### src/rtl/rob_pkg.sv
package rob_pkg;

    // Operation codes carried in s_tuser
    localparam logic [1:0] OP_INSERT = 2'd0;
    localparam logic [1:0] OP_MARK   = 2'd1;
    localparam logic [1:0] OP_QUERY  = 2'd2;
    localparam logic [1:0] OP_COMMIT = 2'd3;

    // Result status carried in m_tuser
    localparam logic STATUS_DONE    = 1'b0;
    localparam logic STATUS_REFUSED = 1'b1;

    localparam int MAX_ENTRIES_DEF  = 32;
    localparam int PAYLOAD_BITS_DEF = 32;

    localparam int OP_W      = 2;
    localparam int DATA_W    = 32;
    localparam int TAG_W     = 5;
    localparam int CFG_W     = 6;
    localparam int IN_TDATA_W  = 40;
    localparam int OUT_TDATA_W = 40;

    localparam logic [CFG_W-1:0] CFG_RESET = 6'd32;

    // Bit positions in m_tdata
    localparam int OUT_ASSIGNED_LSB  = 0;
    localparam int OUT_COMMITTED_LSB = 5;
    localparam int OUT_TAG_READY     = 37;
    localparam int OUT_HAS_SPACE     = 38;
    localparam int OUT_HEAD_READY    = 39;

endpackage

### src/rtl/rob_ram.sv
module rob_ram #(
    parameter int WIDTH = rob_pkg::PAYLOAD_BITS_DEF,
    parameter int DEPTH = rob_pkg::MAX_ENTRIES_DEF
) (
    input  logic                     clk,
    input  logic                     wr_en,
    input  logic [$clog2(DEPTH)-1:0] wr_addr,
    input  logic [WIDTH-1:0]         wr_data,
    input  logic [$clog2(DEPTH)-1:0] rd_addr,
    output logic [WIDTH-1:0]         rd_data
);

    logic [WIDTH-1:0] mem [DEPTH];
    logic [WIDTH-1:0] rd_data_reg;

    always_ff @(posedge clk)
    begin
        if (wr_en)
        begin
            mem[wr_addr] <= wr_data;
        end
        rd_data_reg <= mem[rd_addr];
    end

    assign rd_data = rd_data_reg;

endmodule

### src/rtl/reorder_buffer_core.sv
// Circular reorder buffer, one operation per transfer on the s_ side and one result per
// operation on the m_ side, in order. s_tuser selects the operation: insert at the tail,
// mark a tagged entry ready (its payload is replaced), query a tagged entry, or commit the
// head. Refused requests (insert when full, commit when the head is not ready, mark ready on
// an invalid entry) change nothing and return status 1. A new operation is accepted each cycle
// while the result register drains; throughput is set by the single payload RAM write port
// and the per-entry valid/ready flops updated in one pass. The payload RAM is read ahead at
// the next head position, with a write bypass. cfg_data sets the number of entries in use;
// the user must write it only while the buffer is idle, as the block does not enforce it.
module reorder_buffer_core #(
    parameter int MAX_ENTRIES  = rob_pkg::MAX_ENTRIES_DEF,
    parameter int PAYLOAD_BITS = rob_pkg::PAYLOAD_BITS_DEF
) (
    input  logic                               clk,
    input  logic                               rst_n,
    input  logic                               s_tvalid,
    output logic                               s_tready,
    input  logic [rob_pkg::IN_TDATA_W-1:0]     s_tdata,  // payload[31:0], tag[36:32], zero
    input  logic [rob_pkg::OP_W-1:0]           s_tuser,  // operation[1:0]
    output logic                               m_tvalid,
    input  logic                               m_tready,
    output logic [rob_pkg::OUT_TDATA_W-1:0]    m_tdata,  // assigned_index[4:0],
                                                         // committed_payload[36:5],
                                                         // tag_ready[37], has_space[38],
                                                         // head_ready[39]
    output logic                               m_tuser,  // status[0]
    input  logic                               cfg_valid,
    output logic                               cfg_ready,
    input  logic [rob_pkg::CFG_W-1:0]          cfg_data
);

    localparam int IDX_W   = $clog2(MAX_ENTRIES);
    localparam int STORE_W = (PAYLOAD_BITS < rob_pkg::DATA_W) ? PAYLOAD_BITS : rob_pkg::DATA_W;

    logic [rob_pkg::CFG_W-1:0] size_cfg_reg;
    logic [MAX_ENTRIES-1:0]    valid_reg, valid_next;
    logic [MAX_ENTRIES-1:0]    ready_reg, ready_next;
    logic [IDX_W-1:0]          head_reg, head_next;
    logic [IDX_W-1:0]          tail_reg, tail_next;

    logic                          out_valid_reg;
    logic [rob_pkg::OUT_TDATA_W-1:0] out_data_reg, out_data_next;
    logic                          out_user_reg, out_user_next;

    logic                 byp_reg;
    logic [STORE_W-1:0]   byp_data_reg;
    logic [STORE_W-1:0]   ram_rd_data;
    logic [STORE_W-1:0]   head_payload;

    logic                 accept;
    logic [rob_pkg::DATA_W-1:0] in_payload;
    logic [rob_pkg::TAG_W-1:0]  in_tag;
    logic [IDX_W-1:0]     tag_idx;
    logic                 tag_in_range;
    logic                 tag_below_size;
    logic [31:0]          size_full;
    logic [IDX_W-1:0]     last_idx;

    logic                 wr_en;
    logic [IDX_W-1:0]     wr_addr;

    assign accept       = s_tvalid && s_tready;
    assign s_tready     = !out_valid_reg || m_tready;
    assign cfg_ready    = 1'b1;
    assign in_payload   = s_tdata[31:0];
    assign in_tag       = s_tdata[36:32];
    assign tag_idx      = IDX_W'(in_tag);
    assign tag_in_range = 32'(in_tag) < 32'(MAX_ENTRIES);

    // Clamp the configured size into 1..MAX_ENTRIES
    always_comb
    begin
        priority if (size_cfg_reg == '0)
        begin
            size_full = 32'd1;
        end
        else if (32'(size_cfg_reg) > 32'(MAX_ENTRIES))
        begin
            size_full = 32'(MAX_ENTRIES);
        end
        else
        begin
            size_full = 32'(size_cfg_reg);
        end
    end

    assign last_idx       = IDX_W'(size_full - 32'd1);
    assign tag_below_size = 32'(in_tag) < size_full;
    assign head_payload   = byp_reg ? byp_data_reg : ram_rd_data;

    always_comb
    begin
        valid_next    = valid_reg;
        ready_next    = ready_reg;
        head_next     = head_reg;
        tail_next     = tail_reg;
        wr_en         = 1'b0;
        wr_addr       = tail_reg;
        out_user_next = rob_pkg::STATUS_DONE;
        out_data_next = '0;
        if (accept)
        begin
            unique case (s_tuser)
                rob_pkg::OP_INSERT:
                begin
                    if (valid_reg[tail_reg])
                    begin
                        out_user_next = rob_pkg::STATUS_REFUSED;
                    end
                    else
                    begin
                        wr_en               = 1'b1;
                        wr_addr             = tail_reg;
                        valid_next[tail_reg] = 1'b1;
                        tail_next = (tail_reg < last_idx) ? tail_reg + 1'b1 : '0;
                        out_data_next[rob_pkg::OUT_ASSIGNED_LSB +: rob_pkg::TAG_W] =
                            rob_pkg::TAG_W'(tail_reg);
                    end
                end
                rob_pkg::OP_MARK:
                begin
                    if (tag_in_range && valid_reg[tag_idx])
                    begin
                        wr_en               = 1'b1;
                        wr_addr             = tag_idx;
                        ready_next[tag_idx] = 1'b1;
                    end
                    else
                    begin
                        out_user_next = rob_pkg::STATUS_REFUSED;
                    end
                end
                rob_pkg::OP_QUERY:
                begin
                    out_data_next[rob_pkg::OUT_TAG_READY] = tag_in_range && tag_below_size &&
                        valid_reg[tag_idx] && ready_reg[tag_idx];
                end
                rob_pkg::OP_COMMIT:
                begin
                    if (valid_reg[head_reg] && ready_reg[head_reg])
                    begin
                        valid_next[head_reg] = 1'b0;
                        ready_next[head_reg] = 1'b0;
                        head_next = (head_reg < last_idx) ? head_reg + 1'b1 : '0;
                        out_data_next[rob_pkg::OUT_COMMITTED_LSB +: rob_pkg::DATA_W] =
                            rob_pkg::DATA_W'(head_payload);
                    end
                    else
                    begin
                        out_user_next = rob_pkg::STATUS_REFUSED;
                    end
                end
                default:
                begin
                    out_user_next = rob_pkg::STATUS_REFUSED;
                end
            endcase
        end
        out_data_next[rob_pkg::OUT_HAS_SPACE]  = !valid_next[tail_next];
        out_data_next[rob_pkg::OUT_HEAD_READY] = valid_next[head_next] && ready_next[head_next];
    end

    rob_ram #(
        .WIDTH (STORE_W),
        .DEPTH (MAX_ENTRIES)
    ) u_payload_ram (
        .clk     (clk),
        .wr_en   (wr_en),
        .wr_addr (wr_addr),
        .wr_data (in_payload[STORE_W-1:0]),
        .rd_addr (head_next),
        .rd_data (ram_rd_data)
    );

    always_ff @(posedge clk or negedge rst_n)
    begin
        if (!rst_n)
        begin
            size_cfg_reg  <= rob_pkg::CFG_RESET;
            valid_reg     <= '0;
            ready_reg     <= '0;
            head_reg      <= '0;
            tail_reg      <= '0;
            out_valid_reg <= 1'b0;
            byp_reg       <= 1'b0;
        end
        else
        begin
            if (cfg_valid && cfg_ready)
            begin
                size_cfg_reg <= cfg_data;
            end
            valid_reg <= valid_next;
            ready_reg <= ready_next;
            head_reg  <= head_next;
            tail_reg  <= tail_next;
            // Forward a write that lands on the entry being read ahead
            byp_reg   <= wr_en && (wr_addr == head_next);
            if (accept)
            begin
                out_valid_reg <= 1'b1;
            end
            else if (m_tready)
            begin
                out_valid_reg <= 1'b0;
            end
        end
    end

    always_ff @(posedge clk)
    begin
        byp_data_reg <= in_payload[STORE_W-1:0];
        if (accept)
        begin
            out_data_reg <= out_data_next;
            out_user_reg <= out_user_next;
        end
    end

    assign m_tvalid = out_valid_reg;
    assign m_tdata  = out_data_reg;
    assign m_tuser  = out_user_reg;

endmodule

### config.mk
export PLATFORM = sky130hd
export DESIGN_NAME = reorder_buffer_core
export DESIGN_NICKNAME = d
export VERILOG_FILES = /design/src/rtl/rob_pkg.sv /design/src/rtl/rob_ram.sv /design/src/rtl/reorder_buffer_core.sv
export SDC_FILE = /design/constraint.sdc
export NUM_CORES = 2
export LEC_CHECK = 0
export ABC_CLOCK_PERIOD_IN_PS = 5100
export BUFFER_PORTS_ARGS = -buffer_cell sky130_fd_sc_hd__buf_4
export CELL_PAD_IN_SITES_DETAIL_PLACEMENT = 1
export CELL_PAD_IN_SITES_GLOBAL_PLACEMENT = 2
export CORE_ASPECT_RATIO = 0.7
export CORE_UTILIZATION = 45
export DETAILED_ROUTE_END_ITERATION = 7
export GPL_ROUTABILITY_DRIVEN = 1
export PLACE_DENSITY = 0.75
export SLEW_MARGIN = 30
export SYNTH_ARGS = -nofsm -noshare
export SYNTH_HDL_FRONTEND = slang
export SYNTH_SLANG_ARGS = --single-unit
### constraint.sdc
create_clock -name clk -period 5.1 [get_ports clk]
set_input_delay 1.02 -clock clk [delete_from_list [all_inputs] [get_ports clk]]
set_output_delay 1.02 -clock clk [all_outputs]
set_load 0.005 [all_outputs]
Word level (Yosys, flattened, before mapping)
Memories as Yosys holds them, arrays and structs flattened. A register that Yosys moved wholly into a read port is not among the register bits.
Cells that the tools add are included.
{"block": "totals", "regBits": 155, "mem_bits_rw": 1024, "inputBits": 53, "out_inout_bits": 44, "wordCells": 112, "n_memories": 1}
{"block": "op_classes", "add_sub_neg": 3, "n_lt_le_gt_ge": 12, "eq_ne": 4, "muxes": 56, "bitwise_logic": 6, "n_reduce_logical": 17}
{"name": "u_payload_ram.mem", "words": 32, "width": 32, "read_ports": 1, "rd_clocked_by_memory_dff": 1, "wr": 1, "line": "rob_ram.sv:13", "source": "logic [WIDTH-1:0] mem [DEPTH];"}
{"operator": "32-bit 2-to-1 mux", "n": 7}
{"operator": "32-bit case mux with 2 select lines", "n": 2}
{"operator": "32-bit AND", "n": 2}
{"operator": "32-bit OR", "n": 2}
{"operator": "5-bit 2-to-1 mux", "n": 11}
{"operator": "1-bit binary-select mux with 5-bit select", "n": 8}
{"operator": "5-bit by 32-bit less-than comparator with 1-bit output", "n": 1}
{"operator": "32-bit inverter", "n": 1}
{"operator": "5-bit by 6-bit less-than comparator with 1-bit output (second input constant)", "n": 5}
{"operator": "1-bit 2-to-1 mux", "n": 21}
{"operator": "1-bit demux with 5-bit select", "n": 3}
{"operator": "5-bit by 1-bit >= comparator with 1-bit output (second input constant)", "n": 3}
{"operator": "6-bit 2-to-1 mux", "n": 2}
{"operator": "5-bit by 1-bit adder with 5-bit output (second input constant)", "n": 2}
{"operator": "5-bit less-than comparator", "n": 2}
{"operator": "1-bit logical AND", "n": 9}
{"operator": "6-bit greater-than comparator (second input constant)", "n": 1}
{"operator": "6-bit zero test", "n": 1}
{"operator": "5-bit == test", "n": 1}
{"operator": "5-bit by 1-bit subtractor with 5-bit output (second input constant)", "n": 1}
{"operator": "2-bit == test (second input constant)", "n": 2}
{"operator": "1-bit case mux with 3 select lines", "n": 1}
{"operator": "2-bit by 1-bit == test with 1-bit output (second input constant)", "n": 1}
{"operator": "1-bit zero test", "n": 2}
{"operator": "7 further kinds", "n": 7}

Depth between registers and ports, before layout
{"block": "logic_depth", "ltp_word": 12, "mapped_depth": 21}

Hierarchy
From an unflattened synthesis, not the netlist that was laid out.
{"block": "unflattened", "hier_cells": 3180, "area_unflattened_um2": 49926.6}
{"mod": "rob_ram", "instances": 1, "cells_each": 2260, "area_each_um2": 40491.3}
{"mod": "reorder_buffer_core", "instances": 1, "cells_each": 920, "area_each_um2": 9435.3}

Worst setup path after synthesis
Ideal clock, no wire load.
{"block": "synth_timing", "kind": "input to register", "start": "input m_tready", "end": "memory u_payload_ram.mem[17][0] (netlist name) (enable)", "setup_ns": 0.421, "arrival_ns": 4.945, "slack_ns": -0.266, "cell_stages": 9, "path_cell_list": "nand2b_1 nand2_1 inv_1 nand2_1 nor2_1 buf_2 clkbuf_1 a21oi_1 nor2_1"}
{"block": "synth_via", "elab_chain_cells": 5, "elab_cells_between_ends": 6, "cone_classes": "mux (4); reduce/logical (2)"}
{"item": "start, declared", "line": "reorder_buffer_core.sv:21", "source": "input logic m_tready,"}
{"item": "1-bit logical OR *", "line": "reorder_buffer_core.sv:63", "source": "assign s_tready = !out_valid_reg || m_tready;"}
{"item": "1-bit logical AND *", "line": "reorder_buffer_core.sv:62", "source": "assign accept = s_tvalid && s_tready;"}
{"item": "net accept", "line": "reorder_buffer_core.sv:50", "source": "logic accept;"}
{"item": "1-bit 2-to-1 mux", "line": "reorder_buffer_core.sv:101", "source": "if (accept)"}
{"item": "1-bit 2-to-1 mux", "line": "rob_ram.sv:18", "source": "if (wr_en)"}
{"item": "1-bit 2-to-1 mux (implied by the code)", "line": "rob_ram.sv:20", "source": "mem[wr_addr] <= wr_data;"}
{"item": "end, declared", "line": "rob_ram.sv:13"}
The timed path passes the listed nets; every way through them passes the cells marked *.

Worst setup path in the final report
{"block": "layout_timing", "start": "register head_reg[2]", "end": "register out_data_reg, in the netlist m_tdata[39] (data pin)"}
{"block": "layout_via", "elab_cells_between_ends": 30, "cone_classes": "add/sub (1); order compare (3); mux (20); bitwise (3); reduce/logical (3)"}
{"item": "start, declared", "line": "reorder_buffer_core.sv:38", "source": "logic [IDX_W-1:0] head_reg, head_next;"}
{"item": "start signal, assigned", "line": "reorder_buffer_core.sv:195", "source": "head_reg <= head_next;"}
{"item": "1-bit binary-select mux with 5-bit select", "line": "reorder_buffer_core.sv:140", "source": "if (valid_reg[head_reg] && ready_reg[head_reg])"}
{"item": "1-bit 2-to-1 mux (implied by the code)", "line": "reorder_buffer_core.sv:140"}
{"item": "1-bit logical AND", "line": "reorder_buffer_core.sv:140"}
{"item": "5-bit 2-to-1 mux *", "line": "reorder_buffer_core.sv:140"}
{"item": "5-bit 2-to-1 mux *", "line": "reorder_buffer_core.sv:103", "source": "unique case (s_tuser)"}
{"item": "5-bit 2-to-1 mux *", "line": "reorder_buffer_core.sv:101"}
{"item": "net head_next[4]", "line": "reorder_buffer_core.sv:38"}
{"item": "1-bit binary-select mux with 5-bit select", "line": "reorder_buffer_core.sv:160", "source": "out_data_next[rob_pkg::OUT_HEAD_READY] = valid_next[head_next] && ready_next[head_next];"}
{"item": "1-bit 2-to-1 mux (implied by the code)", "line": "reorder_buffer_core.sv:160"}
{"item": "1-bit logical AND *", "line": "reorder_buffer_core.sv:160"}
{"item": "net out_data_next, one bit", "line": "reorder_buffer_core.sv:42", "source": "logic [rob_pkg::OUT_TDATA_W-1:0] out_data_reg, out_data_next;"}
{"item": "end signal, assigned", "line": "reorder_buffer_core.sv:215", "source": "out_data_reg <= out_data_next;"}
{"item": "end, declared", "line": "reorder_buffer_core.sv:42"}
The timed path passes the listed nets; every way through them passes the cells marked *. The select of a mux whose other input is x is not followed.
A chain may end at the register's enable or synchronous reset.

==> metrics.txt <==
status complete, no violations; Leakage 22.1 nW; final instance area just under 60,000 sq um; multi-input logic area 13,600 sq um; Sink Count 1,211; CTS Buf Count 114; clock-pin slew on the worst setup and hold paths 0.06 ns; via count 34.1k; Post-synth EDFFs 1,065; DIE AREA 112,000 sq um; first-pass GRT wire length between 200,000 and 250,000 um; CTS tree done; Post-DP Area 55,300 sq um; Ys Warns 0; PwrDens 365 nW/um^2; fillers roughly 11k; Routed WL around 170,000 um; Most flops, register u_payload_ram.mem; final worst-path cycle share 96.7%; DR DRC count 0; largest net degree at the start of global routing slightly below 90; area grow syn2layout 19.0%; routed vias/inst 6.20; Final Hold Fails 0; syn nets between 3k and 4k; count leader, synth edfxtp_1; Final Max Slew Viols 0; All-Layer GR Usage between 30% and 40%; syn_area_per_cell 13.6 sq um; Antenna Nets Post-Route 0; Synth area leader edfxtp_1; nature of the critical path endpoint flip-flop; minimum clock period 4.93 ns; CTS root buf clkbuf_16; Post-synth top flop edfxtp_1; fin cells 5,495; max reg flops 1,024; PnR Total Power ~0.022 W; Max VDD drop around 0.00033 V; port bufs 92; pre-CTS setup slack 0.145 ns; worst hold path type input port to async pin; DP Cell Count 5,270; sequential area share after synthesis between 70 and 80%; normalized max-slew margin 33.8%; Cell variety after synth 88; wire per inst between 30 and 40 um; Synth Register Bits 1,211; CP arrival approximately 5.4 ns; IO Count 97; highest clock rate 203 MHz; DP Wirelength 110,000 um; vias in the first global route 34.6k; Initial Util 45.7%; die width between 400 and 500 um; WP data required between 5 and 6 ns; synth cell count leaders edfxtp_1, nand2_1, a21oi_1; Worst Path Max Fanout 13; RD Place Congestion 0.954; 1st-iter DRT viols 3,608; WS Path Type flip-flop to flip-flop; startpoint class of the critical path flip-flop; Clock Skew 0.0528 ns; synthesized area 49,900 sq um; fin util 54.4%; Nets 4,027; max-capacitance violation count 0; CTS max path bufs 3; H-tree Lvls 3; drt pass-1 iters 6; Worst-Margin Slew 0.993 ns; setup violators final 0; final setup margin 0.168 ns; row count 101; top cells by area, synth edfxtp_1, nand2_1, a21oi_1; async set-reset flop share out of synthesis 6.77%; Reg area 35,300 sq um; share of the synthesized area in the top cell type 64.1%; RSZ-0062 raised after global routing yes; Core Box Area 109,000 sq um; share of cells above drive strength 1 17.7%; Syn Inst Count roughly 3.7k; Worst-Skew Late Latency 0.75 ns; initial antenna violation count 6; global route overflow 0; Die Y 281 um
[cells in the final DEF, fill, tap and decap left out, drive strengths merged, types with 6 or more instances in the layout]
cell type and n:
dfrtp 81, nand2b 14, buf 418, nor2 105, o22ai 13, mux2i 202
mux4 27, a311oi 6, nand2 706, and2 16, o2bb2ai 7, nor3b 10
a21oi 407, o21ai 43, nand3 42, ha 22, o211ai 17, a22oi 9
mux2 15, bufinv 13, a31oi 144, a22o 38, or3 7, nor2b 6
clkinv 34, nand4 10, edfxtp 1065, a211oi 10, inv 38, and3 22
nor3 14, o31ai 10, o311ai 10, clkbuf 159, a221oi 161, dfxtp 64
[stage by stage]
stage | hold slack [ns] | TNS (ns)
2_1_floorplan | 0.471 | -138.51
3_3_place_gp | 0.516 | 0
3_5_place_dp | 0.526 | 0
4_1_cts | 0.383 | 0
5_1_grt | 0.423 | -0.122
6_report | 0.384 | 0
[cells by family (layout without fill, tap and decap cells)]
| kind of cell | Yosys count | count (layout) | synth area share, % |
|---|---|---|---|
| DFF | 1211 | 1211 | 70.8 |
| and+or+nand+nor | 975 | 975 | 8.15 |
| AOI/OAI and AO/OA | 922 | 922 | 12.1 |
| buffers and inverters | 294 | 667 | 2.73 |
| muxes | 244 | 244 | 5.61 |
| adders and majority gates | 23 | 23 | 0.572 |
| xor gates and xnor gates | 5 | 5 | 0.0878 |
| other | 1 | 6 | 0.00751 |
[final timing paths]
check	from	endpoint	slack (ns)	cells past startpoint
worst min register to register	ready_reg[12]	ready_reg[12]	0.54	2
max in group asynchronous	rst_n	valid_reg[22]	3.63	2
worst min-delay path	rst_n	ready_reg[6]	0.38	1
min in group clk	s_tvalid	m_tvalid	0.48	2
worst max-delay path	head_reg[2]	m_tdata[39]	0.17	11
worst max register to register	head_reg[2]	m_tdata[39]	0.17	11
[cell type report]
cell class                 instances  share of cell area [%]
clock buffer                     158                    5.37
multi-input combinational       2170                    22.9
timing repair buffer             419                    7.67
sequential                      1211                    59.5
timing repair inverter             1                  0.0147
clock inverter                    54                    1.23
tap                             1442                    3.04
antenna                            5                  0.0211
inverter                          35                   0.282
[critical path: stages, from the launching register on]
cell and delay (ns):
dfrtp_1 0.53, or3_1 0.59, o22ai_1 0.50, nor3_1 0.12, o211ai_2 0.32, nand4_1 0.39
o21ai_0 0.68, nand2_1 0.48, a21oi_4 0.29, o31ai_1 0.13, or4_1 0.46, o311ai_1 0.18
[power by group]
group / switching (W) / internal [W]
Clock: 0.00386 / 0.00505
Combinational: 0.00113 / 0.000574
Sequential: 0.000144 / 0.0109
Total: 0.00513 / 0.0166
[layer usage]
metal	GRT usage (%)	up-vias	routed length [um]
met5	1.26	-	0
met1	44.5	17795	77200
met2	45.2	1377	75600
met3	9.22	249	16600
met4	7.81	0	4300
li1	-	14641	-
[repair_timing]
action                                  in CTS  in global routing
buffers inserted                             0                  6
hold buffers                                 0                  0
endpoints found under the setup margin       0                 31
resized for setup                            0                 12
(Power assumes the default switching activity.)
